## src/hw/rtl/frequency_to_note_quantizer_unit_defines.svh

```systemverilog
`ifndef FREQUENCY_TO_NOTE_QUANTIZER_UNIT_DEFINES_SVH
`define FREQUENCY_TO_NOTE_QUANTIZER_UNIT_DEFINES_SVH

// same-cycle implication, clocked on clk, off during reset
`define FNQ_ASSERT_NOW(lbl, ante, cons, msg) \
    lbl: assert property (@(posedge clk) disable iff (!rst_n) (ante) |-> (cons)) \
        else $error(msg);

// next-cycle implication, clocked on clk, off during reset
`define FNQ_ASSERT_NEXT(lbl, ante, cons, msg) \
    lbl: assert property (@(posedge clk) disable iff (!rst_n) (ante) |=> (cons)) \
        else $error(msg);

`endif

```

## src/hw/rtl/fnq_pkg.sv

```systemverilog
package fnq_pkg;

    localparam int FREQ_W      = 23;
    localparam int MAG_W       = 22;
    localparam int NOTE_W      = 7;
    localparam int PC_W        = 4;
    localparam int OCT_W       = 5;
    localparam int ROM_DEPTH   = 128;
    localparam int ROM_AW      = 7;
    localparam int DIV12_SHIFT = 9;

    // 440 * 2^(r/12) Hz, unsigned Q.16
    localparam logic [31:0] SEMI_K [12] = '{
        32'd28835840, 32'd30550508, 32'd32367136, 32'd34291786,
        32'd36330882, 32'd38491228, 32'd40780036, 32'd43204943,
        32'd45774043, 32'd48495909, 32'd51379626, 32'd54434817
    };

    typedef logic [MAG_W-1:0] freq_rom_t [ROM_DEPTH];

    typedef enum logic [2:0] {
        ST_IDLE,
        ST_BASE,
        ST_SEARCH,
        ST_LO,
        ST_HI,
        ST_PICK,
        ST_DONE
    } fnq_state_t;

    typedef struct packed {
        logic [MAG_W:0] diff;
        logic           neg;
        logic           zero;
    } alu_res_t;

    typedef struct packed {
        logic [NOTE_W-1:0] note;
        logic              bad;
    } note_res_t;

    // note i = 440 * 2^((i-69)/12) in Q14.8, rounded half up; note 0 sits at q = -6, r = 3
    function automatic freq_rom_t build_rom();
        freq_rom_t   rom;
        int          r;
        int          q;
        int          s;
        logic [31:0] k;
        r = 3;
        q = -6;
        for (int i = 0; i < ROM_DEPTH; i++)
        begin
            s      = 8 - q;
            k      = SEMI_K[r] + (32'd1 << (s - 1));
            rom[i] = MAG_W'(k >> s);
            r++;
            if (r == 12)
            begin
                r = 0;
                q++;
            end
        end
        return rom;
    endfunction

    localparam freq_rom_t NOTE_ROM = build_rom();

endpackage

```

## src/hw/rtl/fnq_alu.sv

```systemverilog
module fnq_alu
    import fnq_pkg::*;
(
    input  logic [MAG_W-1:0] op_a,
    input  logic [MAG_W-1:0] op_b,
    output alu_res_t         res
);

    logic [MAG_W:0] diff;

    assign diff     = {1'b0, op_a} - {1'b0, op_b};
    assign res.diff = diff;
    assign res.neg  = diff[MAG_W];
    assign res.zero = (diff == '0);

endmodule

```

## src/hw/rtl/fnq_ctrl.sv

```systemverilog
`include "frequency_to_note_quantizer_unit_defines.svh"

module fnq_ctrl
    import fnq_pkg::*;
#(
    parameter int NOTE_COUNT = 128
)
(
    input  logic              clk,
    input  logic              rst_n,
    input  logic              start,
    input  logic [FREQ_W-1:0] frequency,
    input  logic              ack,
    output logic              busy,
    output logic              done,
    output note_res_t         result
);

    localparam int IDX_W = (NOTE_COUNT > 1) ? $clog2(NOTE_COUNT) : 1;
    localparam int CNT_W = $clog2(NOTE_COUNT + 1);
    localparam logic [CNT_W-1:0]  CNT_FULL  = CNT_W'(NOTE_COUNT);
    localparam logic [CNT_W-1:0]  CNT_ONE   = CNT_W'(1);
    localparam logic [NOTE_W-1:0] NOTE_TOP  = NOTE_W'(NOTE_COUNT - 1);
    localparam logic [NOTE_W-1:0] NOTE_ZERO = '0;

    fnq_state_t          state_reg, state_next;
    logic [MAG_W-1:0]    f_reg, f_next;
    logic [CNT_W-1:0]    lo_reg, lo_next;
    logic [CNT_W-1:0]    hi_reg, hi_next;
    logic [MAG_W-1:0]    dl_reg, dl_next;
    logic [MAG_W-1:0]    du_reg, du_next;
    logic [NOTE_W-1:0]   note_reg, note_next;
    logic                bad_reg, bad_next;

    logic [CNT_W:0]      mid_sum;
    logic [CNT_W-1:0]    mid;
    logic [CNT_W-1:0]    span_next;
    logic [IDX_W-1:0]    rom_addr;
    logic [MAG_W-1:0]    rom_val;
    logic [MAG_W-1:0]    op_a;
    logic [MAG_W-1:0]    op_b;
    logic                gt;
    alu_res_t            alu_res;

    fnq_alu u_alu
    (
        .op_a (op_a),
        .op_b (op_b),
        .res  (alu_res)
    );

    assign mid_sum = {1'b0, lo_reg} + {1'b0, hi_reg};
    assign mid     = mid_sum[CNT_W:1];
    assign rom_val = NOTE_ROM[ROM_AW'(rom_addr)];
    assign gt      = !alu_res.neg && !alu_res.zero;

    assign busy          = (state_reg != ST_IDLE);
    assign done          = (state_reg == ST_DONE);
    assign result.note   = note_reg;
    assign result.bad    = bad_reg;

    always_ff @(posedge clk or negedge rst_n)
    begin
        if (!rst_n)
        begin
            state_reg <= ST_IDLE;
        end
        else
        begin
            state_reg <= state_next;
        end
    end

    always_ff @(posedge clk)
    begin
        f_reg    <= f_next;
        lo_reg   <= lo_next;
        hi_reg   <= hi_next;
        dl_reg   <= dl_next;
        du_reg   <= du_next;
        note_reg <= note_next;
        bad_reg  <= bad_next;
    end

    always_comb
    begin
        state_next = state_reg;
        f_next     = f_reg;
        lo_next    = lo_reg;
        hi_next    = hi_reg;
        dl_next    = dl_reg;
        du_next    = du_reg;
        note_next  = note_reg;
        bad_next   = bad_reg;
        rom_addr   = '0;
        op_a       = f_reg;
        op_b       = rom_val;
        span_next  = '0;

        case (state_reg)
            ST_IDLE:
            begin
                if (start)
                begin
                    f_next   = frequency[MAG_W-1:0];
                    bad_next = frequency[FREQ_W-1];
                    if (frequency[FREQ_W-1])
                    begin
                        note_next  = NOTE_ZERO;
                        state_next = ST_DONE;
                    end
                    else
                    begin
                        state_next = ST_BASE;
                    end
                end
            end
            ST_BASE:
            begin
                rom_addr = '0;
                if (gt)
                begin
                    lo_next    = '0;
                    hi_next    = CNT_FULL;
                    state_next = ST_SEARCH;
                end
                else
                begin
                    note_next  = NOTE_ZERO;
                    state_next = ST_DONE;
                end
            end
            ST_SEARCH:
            begin
                rom_addr = mid[IDX_W-1:0];
                if (gt)
                begin
                    lo_next = mid;
                end
                else
                begin
                    hi_next = mid;
                end
                span_next = hi_next - lo_next;
                if (span_next == CNT_ONE)
                begin
                    if (hi_next == CNT_FULL)
                    begin
                        note_next  = NOTE_TOP;
                        state_next = ST_DONE;
                    end
                    else
                    begin
                        state_next = ST_LO;
                    end
                end
            end
            ST_LO:
            begin
                rom_addr   = lo_reg[IDX_W-1:0];
                dl_next    = alu_res.diff[MAG_W-1:0];
                state_next = ST_HI;
            end
            ST_HI:
            begin
                rom_addr   = hi_reg[IDX_W-1:0];
                op_a       = rom_val;
                op_b       = f_reg;
                du_next    = alu_res.diff[MAG_W-1:0];
                state_next = ST_PICK;
            end
            ST_PICK:
            begin
                op_a = dl_reg;
                op_b = du_reg;
                if (alu_res.neg)
                begin
                    note_next = NOTE_W'(lo_reg);
                end
                else
                begin
                    note_next = NOTE_W'(hi_reg);
                end
                state_next = ST_DONE;
            end
            ST_DONE:
            begin
                if (ack)
                begin
                    state_next = ST_IDLE;
                end
            end
            default:
            begin
                state_next = ST_IDLE;
            end
        endcase
    end

    `FNQ_ASSERT_NOW(a_search_span, state_reg == ST_SEARCH, (hi_reg > lo_reg) && ((hi_reg - lo_reg) > CNT_ONE), "search window collapsed")
    `FNQ_ASSERT_NOW(a_hi_in_rom, (state_reg == ST_HI) || (state_reg == ST_PICK), hi_reg < CNT_FULL, "upper neighbour beyond last note")
    `FNQ_ASSERT_NOW(a_note_range, state_reg == ST_DONE, (note_reg <= NOTE_TOP) && (!bad_reg || note_reg == NOTE_ZERO), "note out of range or bad input not on note 0")
    `FNQ_ASSERT_NEXT(a_neg_short, (state_reg == ST_IDLE) && start && frequency[FREQ_W-1], (state_reg == ST_DONE) && bad_reg, "negative input did not finish at once")

endmodule

```

## src/hw/rtl/frequency_to_note_quantizer_unit.sv

```systemverilog
// Sequence: a negative input goes straight to the result; one at or below note 0 ends
//   after the base compare, one above the top note after the binary search, and any
//   other after the search and the LO, HI, PICK steps that pick the nearer neighbour.
// Flow: freq_stall holds a new input until the last note is loaded into the output;
//   the binary search runs one ROM compare a cycle through the single shared subtractor.
// Reset: rst_n asynchronous, active low; clears the sequencer and the output valid.
module frequency_to_note_quantizer_unit
    import fnq_pkg::*;
#(
    parameter int NOTE_COUNT = 128
)
(
    input  logic                    clk,
    input  logic                    rst_n,
    input  logic                    freq_valid,
    output logic                    freq_stall,
    input  logic signed [FREQ_W-1:0] frequency,
    output logic                    note_valid,
    input  logic                    note_stall,
    output logic [NOTE_W-1:0]       note_number,
    output logic [PC_W-1:0]         pitch_class,
    output logic signed [OCT_W-1:0] octave,
    output logic                    bad_input
);

    logic                   start;
    logic                   busy;
    logic                   done;
    logic                   load;
    note_res_t              result;

    logic [12:0]            prod;
    logic [PC_W-1:0]        quot;
    logic [NOTE_W-1:0]      rem;

    logic                   note_valid_reg, note_valid_next;
    logic [NOTE_W-1:0]      note_reg;
    logic [PC_W-1:0]        pc_reg;
    logic [OCT_W-1:0]       oct_reg;
    logic                   bad_reg;

    assign freq_stall = busy;
    assign start      = freq_valid && !busy;
    assign load       = done && (!note_valid_reg || !note_stall);

    fnq_ctrl #(
        .NOTE_COUNT (NOTE_COUNT)
    ) u_ctrl (
        .clk       (clk),
        .rst_n     (rst_n),
        .start     (start),
        .frequency (frequency),
        .ack       (load),
        .busy      (busy),
        .done      (done),
        .result    (result)
    );

    // n / 12 as (n * 43) >> 9, exact for n < 128
    assign prod = {6'b0, result.note} * 13'd43;
    assign quot = prod[12:DIV12_SHIFT];
    assign rem  = result.note - NOTE_W'({quot, 3'b000}) - NOTE_W'({quot, 2'b00});

    always_comb
    begin
        note_valid_next = note_valid_reg;
        if (load)
        begin
            note_valid_next = 1'b1;
        end
        else if (!note_stall)
        begin
            note_valid_next = 1'b0;
        end
    end

    always_ff @(posedge clk or negedge rst_n)
    begin
        if (!rst_n)
        begin
            note_valid_reg <= 1'b0;
        end
        else
        begin
            note_valid_reg <= note_valid_next;
        end
    end

    always_ff @(posedge clk)
    begin
        if (load)
        begin
            note_reg <= result.note;
            pc_reg   <= rem[PC_W-1:0];
            oct_reg  <= OCT_W'({1'b0, quot}) - OCT_W'(1);
            bad_reg  <= result.bad;
        end
    end

    assign note_valid  = note_valid_reg;
    assign note_number = note_reg;
    assign pitch_class = pc_reg;
    assign octave      = oct_reg;
    assign bad_input   = bad_reg;

endmodule

```

## config.mk

```make
export PLATFORM = sky130hd
export DESIGN_NAME = frequency_to_note_quantizer_unit
export DESIGN_NICKNAME = d
export VERILOG_FILES = /design/src/hw/rtl/fnq_pkg.sv /design/src/hw/rtl/fnq_alu.sv /design/src/hw/rtl/fnq_ctrl.sv /design/src/hw/rtl/frequency_to_note_quantizer_unit.sv
export VERILOG_INCLUDE_DIRS = /design/src /design/src/hw/rtl
export SDC_FILE = /design/constraint.sdc
export NUM_CORES = 1
export LEC_CHECK = 0
export BUFFER_PORTS_ARGS = -buffer_cell sky130_fd_sc_hd__clkbuf_2
export CAP_MARGIN = 0
export CORE_MARGIN = 2
export CORE_UTILIZATION = 51
export CTS_BUF_LIST = sky130_fd_sc_hd__clkbuf_4
export CTS_CLUSTER_SIZE = 14
export DETAILED_ROUTE_END_ITERATION = 6
export PLACE_DENSITY_LB_ADDON = 0.25
export SLEW_MARGIN = 5
export SYNTH_ARGS = -nofsm -noshare
export SYNTH_HDL_FRONTEND = slang
export SYNTH_SLANG_ARGS = --single-unit
```

## constraint.sdc

```tcl
create_clock -name clk -period 10.9 [get_ports clk]
set_input_delay 2.18 -clock clk [delete_from_list [all_inputs] [get_ports clk]]
set_output_delay 2.18 -clock clk [all_outputs]
set_load 0.01 [all_outputs]
```

==> flow_summary.yaml <==
route:
  drt_iter0_drc: 1070
  route.detailed.drc: 0
  vias: 9531
  routed_wl_mm: 29.3
  firstDrtPassIters: 6
  wl_per_cell_um: 19.7
  postRouteAntennaNets: 0
  via_per_inst: 6.41
placement:
  dpl.cell_count: 1470
  portBuffers: 45
  dp_hpwl_mm: 21.1
  place_congestion: 1.01
timing:
  tns_ns: 0
  clock_skew_ns: 0.0369
  finalHoldViolations: 0
  post-route-period-util: 0.939
  min_period_ns: 10.24
  worstMarginPinSlew_ns: 1.03
  setup_viol: 0
  fmax_mhz: 97.7
  relSlewSlack: 0.315
  worst_hold_slack_ns: 0.552
  rsz0062_at_grt: "false"
  slew_viol_final: 0
critical_path:
  endpoint_kind: "register"
  critPathRequiredTime_ns: 11.10
  start_kind: "register"
  max_stage_delay_ns: 0.54
  r2r_cells: 39
  crit_type: "register to register"
  r2r-start: "u_ctrl.hi_reg[0]$_SDFFCE_PN0P_"
  reg2reg_to: "u_ctrl.note_reg[6]$_DFFE_PP_"
  critical_path.max_fanout: 9
  cp_slowest_cell: "or4b_1"
  path_common_cell: "o21ai_0"
  r2r_slack_ns: 0.66
  arrival_ns: 10.45
clocking:
  clk_pin_slew_worst_paths_ns: 0.21
  htreeDepth: 3
  hold_buffers: 0
  cts_buffer_depth: 2
  clockRootBuffer: "clkbuf_4"
  cts_tree: "yes"
  post_cts_buffers: 0
  cts_buffers: 9
  clock-sinks: 111
  clk-insertion-delay-late_ns: 0.54
yosys:
  synth.net_count: 1315
  ys_ff_latch: 111
  ys_seq_area_frac: 0.320
  ys_types: 78
  synthFlopType: "edfxtp_1"
  synth_area_per_cell_um2: 8.64
  netlist_area_um2: 10300
  synth_edf_count: 107
  synth_warnings: 0
  syn_inst: 1198
  synthArstFlopShare: 0.0360
global_route:
  grt_pass1_vias: 8712
  grt.total_usage: 0.270
  grt-ovfl-total: 0
  grt_pass1_wl_mm: 46.4
  grt_max_degree: 56
  grt_antenna_before_repair: 1
final_layout:
  final_nets: 1328
  finalNonFillerCells: 1487
  final_common_cell: "nand2_1"
  most-common-layout-cells: "nand2_1, edfxtp_1, a21oi_1"
  final_layout_size_suffix_gt1_frac: 0.117
  syn2layout_area_growth_pct: 6.85
worst_hold_path:
  min_path_type: "register to register"
  min-delay-start: "u_ctrl.bad_reg$_DFFE_PP_"
  hold_path_end: "bad_input$_DFFE_PP_"
  min_path_cells: 0
die:
  dieArea_um2: 21400
  pin_count: 46
  die_x_um: 146
  rows: 52
  coreArea_um2: 20000
  start_util: 0.516
  die_h_um: 146
outcome:
  status: "finished clean"
run:
  max_cap_viol_count: 0
==> per-stage QoR <==
step | utilization | cell area [µm²] | worst slack [ns]
floorplan | - | 10300 | 1.64
global placement | 0.545 | 10900 | 0.962
detailed placement | 0.545 | 10900 | 0.731
CTS | 0.551 | 11000 | 0.643
global route | 0.552 | 11100 | 0.0120
finish | 0.552 | 11100 | 0.660
==> metal layers <==
layer	vias up	track usage	wire, µm
met5	-	0	0
met4	0	0.0777	701
met3	76	0.0503	2460
met2	481	0.436	13700
met1	4456	0.373	12500
li1	4518	-	-
==> cells by family after synthesis <==
| kind of cell | after synthesis | synth area share |
|---|---|---|
| compound gates | 396 | 0.249 |
| xor+xnor | 28 | 0.0237 |
| fa+ha+maj | 90 | 0.115 |
| buf+inv | 137 | 0.0518 |
| flops | 111 | 0.320 |
| mux | 73 | 0.0747 |
| simple gates | 363 | 0.165 |
==> cell type report <==
type,instances,area (µm²)
Antenna cell,1,2.50
Clock buffer,9,67.6
Clock inverter,7,63.8
Fill cell,1868,8990
Inverter,56,210
Multi-Input combinational cell,950,6550
Sequential cell,111,3310
Tap cell,270,338
Timing Repair Buffer,83,510
==> critical path: cells and delay by family, from the launching register on <==
family | cells | cell delay, ns
buffers and inverters | 3 | 0.51
adders and majority gates | 5 | 1.64
DFF | 1 | 0.50
AOI/OAI and AO/OA | 14 | 2.97
xor gates and xnor gates | 2 | 0.37
and+or+nand+nor | 13 | 3.46
muxes | 2 | 0.45
==> synth_stat cells, types with 5 or more instances <==
cell type / n / share of area
nand2_1: 119 / 0.043
a21oi_1: 107 / 0.052
edfxtp_1: 107 / 0.31
o21ai_0: 94 / 0.045
nor2_1: 91 / 0.033
ha_1: 81 / 0.098
clkbuf_1: 67 / 0.024
mux2i_1: 57 / 0.055
inv_1: 54 / 0.020
nand3_1: 41 / 0.020
o211ai_1: 29 / 0.021
nor3_1: 27 / 0.013
a21o_1: 24 / 0.017
a31oi_1: 19 / 0.011
a211oi_1: 18 / 0.013
xnor2_1: 18 / 0.015
and3_1: 14 / 0.0085
and2_1: 12 / 0.0073
mux2_2: 10 / 0.011
or3_1: 10 / 0.0060
xor2_1: 10 / 0.0085
fa_1: 9 / 0.017
nand2b_1: 9 / 0.0054
o22ai_1: 9 / 0.0054
a311oi_1: 8 / 0.0068
nor2b_1: 8 / 0.0048
a21boi_0: 7 / 0.0051
buf_1: 7 / 0.0025
mux2_4: 6 / 0.0087
nor4_1: 6 / 0.0036
o221ai_1: 6 / 0.0051
a211o_1: 5 / 0.0042
buf_2: 5 / 0.0024
o21a_1: 5 / 0.0036
o311a_1: 5 / 0.0048
o311ai_0: 5 / 0.0042
or2_2: 5 / 0.0030
==> worst max path at each step <==
stage,start,endpoint,slack (ns),cells after the start
2_1_floorplan,u_ctrl.hi_reg[1]$_SDFFCE_PN0P_,u_ctrl.note_reg[0]$_DFFE_PP_,1.64,38
3_3_place_gp,u_ctrl.hi_reg[0]$_SDFFCE_PN0P_,u_ctrl.note_reg[5]$_DFFE_PP_,0.96,41
3_5_place_dp,u_ctrl.hi_reg[0]$_SDFFCE_PN0P_,u_ctrl.note_reg[4]$_DFFE_PP_,0.73,38
4_1_cts,u_ctrl.hi_reg[0]$_SDFFCE_PN0P_,u_ctrl.note_reg[4]$_DFFE_PP_,0.64,41
5_1_grt,u_ctrl.hi_reg[0]$_SDFFCE_PN0P_,u_ctrl.note_reg[6]$_DFFE_PP_,0.01,41
6_report,u_ctrl.hi_reg[0]$_SDFFCE_PN0P_,u_ctrl.note_reg[6]$_DFFE_PP_,0.66,39
==> what timing repair did <==
| item | 4_1_cts | 5_1_grt |
|---|---|---|
| endpoints found under the setup margin | 0 | 7 |
| gates resized for setup | 0 | 1 |
| hold endpoints to repair | 0 | 0 |
Power is not shown: default switching activity piles up to over one toggle a cycle in this logic, so the estimate is an artifact.
